$ cat config.mk
export PLATFORM = sky130hd
export DESIGN_NAME = variable_partition_allocator
export DESIGN_NICKNAME = d
export VERILOG_FILES = /design/src/vpa_pkg.sv /design/src/variable_partition_allocator.sv
export VERILOG_INCLUDE_DIRS = /design/src /design/src/src
export SDC_FILE = /design/constraint.sdc
export NUM_CORES = 2
export LEC_CHECK = 0
export BUFFER_PORTS_ARGS = -buffer_cell sky130_fd_sc_hd__buf_2
export CAP_MARGIN = 0
export CORE_MARGIN = 2
export CORE_UTILIZATION = 60
export CTS_BUF_LIST = sky130_fd_sc_hd__clkbuf_4 sky130_fd_sc_hd__clkbuf_8
export DETAILED_ROUTE_END_ITERATION = 16
export HOLD_SLACK_MARGIN = 0.1
export PLACE_DENSITY_LB_ADDON = 0.2
export SETUP_SLACK_MARGIN = 0.3
export SYNTH_ARGS = -nofsm -noshare
export SYNTH_HDL_FRONTEND = slang
export SYNTH_SLANG_ARGS = --single-unit
export TNS_END_PERCENT = 10
$ cat constraint.sdc
create_clock -name clock -period 21.3 [get_ports clock]
set_input_delay 3.195 -clock clock [delete_from_list [all_inputs] [get_ports clock]]
set_output_delay 3.195 -clock clock [all_outputs]
set_load 0.01 [all_outputs]
$ cat src/variable_partition_allocator_macros.svh
// Assertion macros for the partition allocator
`ifndef VARIABLE_PARTITION_ALLOCATOR_MACROS_SVH
`define VARIABLE_PARTITION_ALLOCATOR_MACROS_SVH
// Implication checked on every clock edge outside reset
`define VPA_ASSERT_IMPL(label, ante, cons) \
   label: assert property (@(posedge clock) disable iff (reset) (ante) |-> (cons)) \
      else $error("vpa check failed");
// Next-cycle implication checked outside reset
`define VPA_ASSERT_NEXT(label, ante, cons) \
   label: assert property (@(posedge clock) disable iff (reset) (ante) |=> (cons)) \
      else $error("vpa check failed");
`endif

$ cat src/vpa_pkg.sv
// ---------------------------------------------------------------------------
// vpa_pkg
// Shared types and codes for the variable partition allocator.
// ---------------------------------------------------------------------------
package vpa_pkg;

   localparam logic ACT_ALLOC   = 1'b0;
   localparam logic ACT_RELEASE = 1'b1;

   localparam logic [1:0] ST_OK        = 2'd0;
   localparam logic [1:0] ST_NO_FIT    = 2'd1;
   localparam logic [1:0] ST_NO_OWNER  = 2'd2;
   localparam logic [1:0] ST_TABLE_FULL = 2'd3;

   localparam logic [1:0] POL_FIRST = 2'd0;
   localparam logic [1:0] POL_BEST  = 2'd1;
   localparam logic [1:0] POL_WORST = 2'd2;

   localparam logic REG_FIT_POLICY  = 1'b0;
   localparam logic REG_MEMORY_SIZE = 1'b1;

   localparam logic [15:0] MEMORY_SIZE_RESET = 16'd100;

   typedef struct packed {
      logic        action;
      logic [15:0] owner_id;
      logic [15:0] request_length;
   } req_type;

   typedef struct packed {
      logic [1:0]  status;
      logic [15:0] start_address;
   } rsp_type;

   typedef struct packed {
      logic        free;
      logic [15:0] owner;
      logic [15:0] start;
      logic [15:0] length;
   } seg_type;

endpackage

$ cat src/variable_partition_allocator.sv
// The scan visits one entry per cycle (up to SEGMENTS), then a shift pass moves one entry
// per cycle to open a slot for a split or to close the gap after a merge.
// Throughput: one request at a time; req_stall stays high until the response is taken, so
// the next request is accepted in the cycle after the response is taken at the earliest.
// Reset (synchronous) gives fit_policy 0 and one free segment of 100 units.
// ---------------------------------------------------------------------------
// variable_partition_allocator
// Segment table allocator with first, best and worst fit, sequenced one entry per cycle.
// ---------------------------------------------------------------------------
module variable_partition_allocator #(
   parameter int SEGMENTS = 16
) (
   input  logic             clock,
   input  logic             reset,
   input  logic             req_valid,
   output logic             req_stall,
   input  vpa_pkg::req_type req_data,
   output logic             rsp_valid,
   input  logic             rsp_stall,
   output vpa_pkg::rsp_type rsp_data,
   input  logic             csr_write,
   input  logic             csr_index,
   input  logic [15:0]      csr_data
);
   import vpa_pkg::*;
`include "variable_partition_allocator_macros.svh"

   localparam int IW = $clog2(SEGMENTS);
   localparam int CW = $clog2(SEGMENTS + 1);

   typedef enum logic [2:0] {
      S_IDLE, S_SCAN, S_DECIDE, S_SHIFT_UP, S_SHIFT_DN, S_MERGE, S_DONE
   } state_type;

   seg_type          tab_ff [SEGMENTS];
   logic [CW-1:0]    count_ff;
   logic [1:0]       policy_ff;
   state_type        state_ff;
   req_type          req_ff;
   logic [CW-1:0]    idx_ff;
   logic [IW-1:0]    pick_ff;
   logic             found_ff;
   logic [15:0]      pick_len_ff;
   logic [IW-1:0]    rm_ff;
   logic             merge_prev_ff;
   logic             rsp_valid_ff;
   rsp_type          rsp_ff;

   seg_type          cur;
   logic             match;
   logic             better;

   // Current scan entry and the comparison unit
   always_comb begin
      cur    = tab_ff[idx_ff[IW-1:0]];
      match  = 1'b0;
      better = 1'b0;
      if (req_ff.action == ACT_ALLOC) begin
         match = cur.free && (cur.length >= req_ff.request_length);
         case (policy_ff)
            POL_BEST:  better = !found_ff || (cur.length < pick_len_ff);
            POL_WORST: better = !found_ff || (cur.length > pick_len_ff);
            default:   better = !found_ff;
         endcase
      end else begin
         match  = !cur.free && (cur.owner == req_ff.owner_id);
         better = !found_ff;
      end
   end

   assign req_stall = (state_ff != S_IDLE) || rsp_valid_ff;
   assign rsp_valid = rsp_valid_ff;
   assign rsp_data  = rsp_ff;

   // Sequencer, table and registered outputs
   always_ff @(posedge clock) begin
      if (reset) begin
         state_ff     <= S_IDLE;
         policy_ff    <= POL_FIRST;
         count_ff     <= CW'(1);
         rsp_valid_ff <= 1'b0;
         found_ff     <= 1'b0;
         for (int i = 1; i < SEGMENTS; i++) begin
            tab_ff[i] <= '0;
         end
         tab_ff[0] <= '{free: 1'b1, owner: 16'd0, start: 16'd0,
                        length: MEMORY_SIZE_RESET};
      end else begin
         if (rsp_valid_ff && !rsp_stall) begin
            rsp_valid_ff <= 1'b0;
         end
         // Take configuration writes; size reinitialises the table
         if (csr_write) begin
            if (csr_index == REG_FIT_POLICY) begin
               policy_ff <= csr_data[1:0];
            end else begin
               count_ff <= CW'(1);
               for (int i = 1; i < SEGMENTS; i++) begin
                  tab_ff[i] <= '0;
               end
               tab_ff[0] <= '{free: 1'b1, owner: 16'd0, start: 16'd0, length: csr_data};
            end
         end
         case (state_ff)
            S_IDLE: begin
               if (req_valid && !req_stall) begin
                  req_ff   <= req_data;
                  idx_ff   <= '0;
                  found_ff <= 1'b0;
                  pick_ff  <= '0;
                  state_ff <= S_SCAN;
               end
            end
            // Visit one entry per cycle
            S_SCAN: begin
               if (idx_ff >= count_ff) begin
                  state_ff <= S_DECIDE;
               end else begin
                  if (match && better) begin
                     found_ff    <= 1'b1;
                     pick_ff     <= idx_ff[IW-1:0];
                     pick_len_ff <= cur.length;
                  end
                  if ((match && better && !found_ff &&
                       (req_ff.action == ACT_RELEASE ||
                        (policy_ff != POL_BEST && policy_ff != POL_WORST))) ||
                      idx_ff == CW'(SEGMENTS - 1)) begin
                     state_ff <= S_DECIDE;
                  end
                  idx_ff <= idx_ff + CW'(1);
               end
            end
            S_DECIDE: begin
               if (req_ff.action == ACT_ALLOC) begin
                  if (!found_ff || req_ff.request_length == 16'd0) begin
                     rsp_ff.status        <= ST_NO_FIT;
                     rsp_ff.start_address <= 16'd0;
                     state_ff             <= S_DONE;
                  end else if (pick_len_ff == req_ff.request_length) begin
                     tab_ff[pick_ff].free  <= 1'b0;
                     tab_ff[pick_ff].owner <= req_ff.owner_id;
                     rsp_ff.status         <= ST_OK;
                     rsp_ff.start_address  <= tab_ff[pick_ff].start;
                     state_ff              <= S_DONE;
                  end else if (count_ff >= CW'(SEGMENTS)) begin
                     rsp_ff.status        <= ST_TABLE_FULL;
                     rsp_ff.start_address <= 16'd0;
                     state_ff             <= S_DONE;
                  end else begin
                     rsp_ff.status        <= ST_OK;
                     rsp_ff.start_address <= tab_ff[pick_ff].start;
                     idx_ff               <= count_ff;
                     state_ff             <= S_SHIFT_UP;
                  end
               end else if (!found_ff) begin
                  rsp_ff.status        <= ST_NO_OWNER;
                  rsp_ff.start_address <= 16'd0;
                  state_ff             <= S_DONE;
               end else begin
                  rsp_ff.status        <= ST_OK;
                  rsp_ff.start_address <= tab_ff[pick_ff].start;
                  tab_ff[pick_ff].free  <= 1'b1;
                  tab_ff[pick_ff].owner <= 16'd0;
                  merge_prev_ff        <= 1'b0;
                  state_ff             <= S_MERGE;
               end
            end
            // Open a slot above the pick, one entry per cycle
            S_SHIFT_UP: begin
               if (idx_ff[IW-1:0] > pick_ff) begin
                  tab_ff[idx_ff[IW-1:0]] <= tab_ff[idx_ff[IW-1:0] - IW'(1)];
                  idx_ff                 <= idx_ff - CW'(1);
               end else begin
                  tab_ff[pick_ff].free   <= 1'b0;
                  tab_ff[pick_ff].owner  <= req_ff.owner_id;
                  tab_ff[pick_ff].length <= req_ff.request_length;
                  tab_ff[pick_ff + IW'(1)].start <=
                     tab_ff[pick_ff].start + req_ff.request_length;
                  tab_ff[pick_ff + IW'(1)].length <=
                     tab_ff[pick_ff].length - req_ff.request_length;
                  count_ff <= count_ff + CW'(1);
                  state_ff <= S_DONE;
               end
            end
            // Merge with the next then the previous free neighbour
            S_MERGE: begin
               if (!merge_prev_ff) begin
                  merge_prev_ff <= 1'b1;
                  if (CW'(pick_ff) + CW'(1) < count_ff &&
                      tab_ff[pick_ff + IW'(1)].free) begin
                     tab_ff[pick_ff].length <= tab_ff[pick_ff].length +
                                               tab_ff[pick_ff + IW'(1)].length;
                     rm_ff    <= pick_ff + IW'(1);
                     idx_ff   <= CW'(pick_ff) + CW'(1);
                     state_ff <= S_SHIFT_DN;
                  end
               end else begin
                  if (pick_ff != '0 && tab_ff[pick_ff - IW'(1)].free) begin
                     tab_ff[pick_ff - IW'(1)].length <=
                        tab_ff[pick_ff - IW'(1)].length + tab_ff[pick_ff].length;
                     rm_ff    <= pick_ff;
                     idx_ff   <= CW'(pick_ff);
                     state_ff <= S_SHIFT_DN;
                  end else begin
                     state_ff <= S_DONE;
                  end
               end
            end
            // Close the gap at rm_ff, one entry per cycle
            S_SHIFT_DN: begin
               if (idx_ff + CW'(1) < count_ff) begin
                  tab_ff[idx_ff[IW-1:0]] <= tab_ff[idx_ff[IW-1:0] + IW'(1)];
                  idx_ff                 <= idx_ff + CW'(1);
               end else begin
                  tab_ff[idx_ff[IW-1:0]] <= '0;
                  count_ff <= count_ff - CW'(1);
                  if (rm_ff != pick_ff) begin
                     state_ff <= S_MERGE;
                  end else begin
                     state_ff <= S_DONE;
                  end
               end
            end
            S_DONE: begin
               rsp_valid_ff <= 1'b1;
               state_ff     <= S_IDLE;
            end
            default: state_ff <= S_IDLE;
         endcase
      end
   end

   // Checks
   `VPA_ASSERT_IMPL(a_count_range, 1'b1, count_ff >= CW'(1) && count_ff <= CW'(SEGMENTS))
   `VPA_ASSERT_NEXT(a_done_resp, state_ff == S_DONE, rsp_valid_ff)
   `VPA_ASSERT_IMPL(a_busy_stall, state_ff != S_IDLE, req_stall)

endmodule
==> impl_metrics.toml <==
[status]
outcome = "finished, violations left"
violations = "capacitance limit"

[die]
initial_core_util = 0.607
dieArea_um2 = 108000
core_area_um2 = 104000
die_x_um = 328
row_count = 118
fp.dieH_um = 328
design.portCount = 75

[setup_path]
endpoint_kind = "flip-flop"
worstSetupPathType = "reg2reg"
crit_start = "pick_ff[1]$_DFFE_PN_"
reg2reg_depth = 16
critPathBufInv = 3
cp_slowest_stage_delay_ns = 0.70
path_cells = "inv_1, ha_4, buf_4, buf_4, mux4_2, mux4_2, ha_1, a21oi_1, nor3b_1, a2111oi_1, o41ai_1, o21ai_0, xnor2_1, nand2_1, and3_1, o32ai_1"
arrival_ns = 8.33
critPathRequiredTime_ns = 21.94
cp_slowest_cell = "ha_4"
crit_path_start_kind = "flip-flop"
reg2reg_to = "tab_ff[8][15]$_DFFE_PP_"
r2r_setup_slack_ns = 13.61
rr_startpoint = "pick_ff[1]$_DFFE_PN_"
cpLargestDelayFamily = "compound AO/OA/AOI/OAI gates"
crit_fanout = 71

[logic_synthesis]
synthCells = 4824
seq_area_frac_synth = 0.418
synth-edff-count = 865
syn_area_um2 = 63100
syn_avg_cell_area_um2 = 13.1
async_reset_ff_frac = 0
yosysWarnings = 0
yosysUniqueCellTypes = 84
syn_nets = 5005
ys.flop_type = "edfxtp_1"
synth_seq_cells = 885

[cells_and_area]
final_layout_size_suffix_gt1_frac = 0.297
syn2layout_area_growth_pct = 7.70
finalNetCount = 4884

[timing]
tightest_slew_ns = 1.48
fin_ws_ns = 13.61
setup_viol = 0
fmax_mhz = 130
drv_slew = 0
period_share = 0.361
rsz0062_at_grt = "no"
layout_min_cycle_time_ns = 7.69
hold_viol_final = 0
fin_setup_tns_ns = 0
max_slew_margin = 0.0126
fin_skew_ns = 0.0542

[power]
p_per_area_nw_per_um2 = 159
vdd_drop_max_uv = 182
leakagePower_nw = 23.5

[clocking]
numCtsBuffers = 151
hold_buffers = 0
cts_max_level = 4
cts.repair.resized = 0
cts.root.buffer_cell = "clkbuf_8"
clk_pin_slew_ns = 0.07
clock_latency_ns = 0.89
cts_tree = "built"
cts_setup_buffers = 0
cts.sinks = 885
clk_path_buf_depth = 3

[routing]
wl_per_cell_um = 38.6
totalWireLength_um = 240000
drt_iter0_markers = 9884
drcViolationCount = 0
ant_nets = 0
dr.pass1.iters = 14
vias_per_cell = 8.30
via_count = 51600

[grt]
track_usage = 0.443
first_global_vias = 47900
grt-ovfl-total = 0
grt_start_max_net_pins = 140
grt_pass1_wl_um = 340000
antenna_found_initial = 14

[hold_path]
hold_end = "policy_ff[1]$_SDFFE_PP0P_"
hp-class = "reg2reg"
min_from = "policy_ff[1]$_SDFFE_PP0P_"
min_path_cells = 2

[placed_design]
hpwl_um = 159000
place.gp.congestion = 1.05
dp_slack_ns = 13.29
io_buffers = 74

[flow_run]
max_cap_violations = 1
[layer usage]
layer | wire [um] | GRT usage | up-vias
li1 | - | - | 19700
met1 | 78700 | 0.590 | 25400
met2 | 98900 | 0.603 | 5534
met3 | 47100 | 0.220 | 1011
met4 | 14900 | 0.219 | 12
met5 | 161 | 0.0111 | -
[cells by family after synthesis]
logic type      Yosys count  synth area share
flops                   885             0.418
mux                    1038             0.321
fa+ha+maj               126            0.0255
buf+inv                 576            0.0373
simple gates           1012            0.0721
xor+xnor                112            0.0158
compound gates         1075             0.110
[through the flow]
step / instance area [um^2] / utilization / std cells / power (mW) / hold slack, ns
detailed placement: 64700 / 0.623 / 5930 / 8.80 / 0.492
finish: 67900 / 0.654 / 6216 / 10.8 / 0.512
global placement: 64700 / 0.623 / 5930 / 8.73 / 0.483
CTS: 67900 / 0.653 / 6208 / 10.5 / 0.506
global route: 67900 / 0.654 / 6212 / 11.1 / 0.529
floorplan: 63100 / - / 4824 / 6.77 / 0.465
[report_power, final]
group / switching [mW] / total, mW / internal [mW] / leakage, nW
logic: 4.13 / 6.75 / 2.62 / 12.5
clock network: 0.787 / 1.69 / 0.908 / 1.67
registers: 0.298 / 2.36 / 2.06 / 9.29
[cell usage after synthesis (all sizes together) (19+ instances only)]
| cell type | n | share of area |
|---|---|---|
| edfxtp | 865 | 0.41 |
| mux4 | 782 | 0.28 |
| o22ai | 463 | 0.046 |
| nor2 | 435 | 0.026 |
| clkbuf | 281 | 0.017 |
| nand2 | 241 | 0.014 |
| buf | 209 | 0.015 |
| mux2i | 175 | 0.028 |
| a21oi | 168 | 0.013 |
| o21ai | 131 | 0.010 |
| ha | 122 | 0.024 |
| a211oi | 120 | 0.014 |
| nand3 | 85 | 0.0067 |
| inv | 84 | 0.0050 |
| mux2 | 81 | 0.014 |
| xnor2 | 66 | 0.0094 |
| nor3 | 54 | 0.0046 |
| xor2 | 46 | 0.0064 |
| nor2b | 45 | 0.0045 |
| nand2b | 28 | 0.0028 |
| a21o | 27 | 0.0032 |
| or3 | 27 | 0.0027 |
| and3 | 23 | 0.0023 |
| dfxtp | 20 | 0.0063 |
| nand4 | 20 | 0.0020 |
| nor4 | 19 | 0.0021 |
| o211ai | 19 | 0.0023 |
[worst max-delay path by stage]
stage / to / cells after the start
2_1_floorplan: tab_ff[2][10]$_DFFE_PP_ / 23
3_3_place_gp: tab_ff[15][4]$_DFFE_PP_ / 9
3_5_place_dp: tab_ff[15][9]$_DFFE_PP_ / 9
4_1_cts: tab_ff[11][15]$_DFFE_PP_ / 16
5_1_grt: tab_ff[9][15]$_DFFE_PP_ / 16
6_report: tab_ff[8][15]$_DFFE_PP_ / 16
[worst reg2reg max path, stage by stage (launching register included)]
cell       delay, ns
edfxtp_1        0.68
inv_1           0.30
ha_4            0.70
buf_4           0.62
buf_4           0.70
mux4_2          0.65
mux4_2          0.48
ha_1            0.39
a21oi_1         0.22
nor3b_1         0.42
a2111oi_1       0.23
o41ai_1         0.68
o21ai_0         0.42
xnor2_1         0.26
nand2_1         0.10
and3_1          0.30
o32ai_1         0.30
[final cells by class]
class / count / area, um^2
antenna: 8 / 20.0
clock buffer: 197 / 2440
clock inverter: 81 / 774
fill: 7579 / 36000
inverter: 86 / 340
multi-input combinational: 3363 / 34800
sequential: 885 / 26400
tap: 1380 / 1730
timing repair buffer: 216 / 1490
[registers in the layout (all words and copies together) (netlist names), named ones only]
register	count
policy_ff	2
state_ff	3
found_ff	1
pick_ff	4
count_ff	5
merge_prev_ff	1
rsp_data	18
idx_ff	5
rm_ff	4
req_ff	33
rsp_valid	1
tab_ff	784
pick_len_ff	16
[placed cells by master (no fill, tap or decap), types with 18 or more instances in the layout]
cell type,Yosys,layout
ha_1,122,120
o22ai_1,462,462
buf_2,112,74
or3_1,27,27
clkbuf_4,0,43
nor2_1,435,433
nor3_1,52,49
mux2_2,81,81
nand3_1,85,80
edfxtp_1,865,865
nor2b_1,45,45
buf_4,12,138
nand4_1,20,20
o21ai_0,112,112
xor2_1,46,34
a211oi_1,120,120
nor4_1,18,18
nand2b_1,28,28
xnor2_1,64,58
clkinv_1,2,34
clkbuf_8,0,154
mux4_2,782,782
a21o_1,27,27
and3_1,23,23
inv_1,78,78
mux2i_1,175,175
clkinv_2,0,18
nand2_1,241,228
o211ai_1,19,19
a21oi_1,168,153
Note: power is estimated with default switching activity, not from simulation.
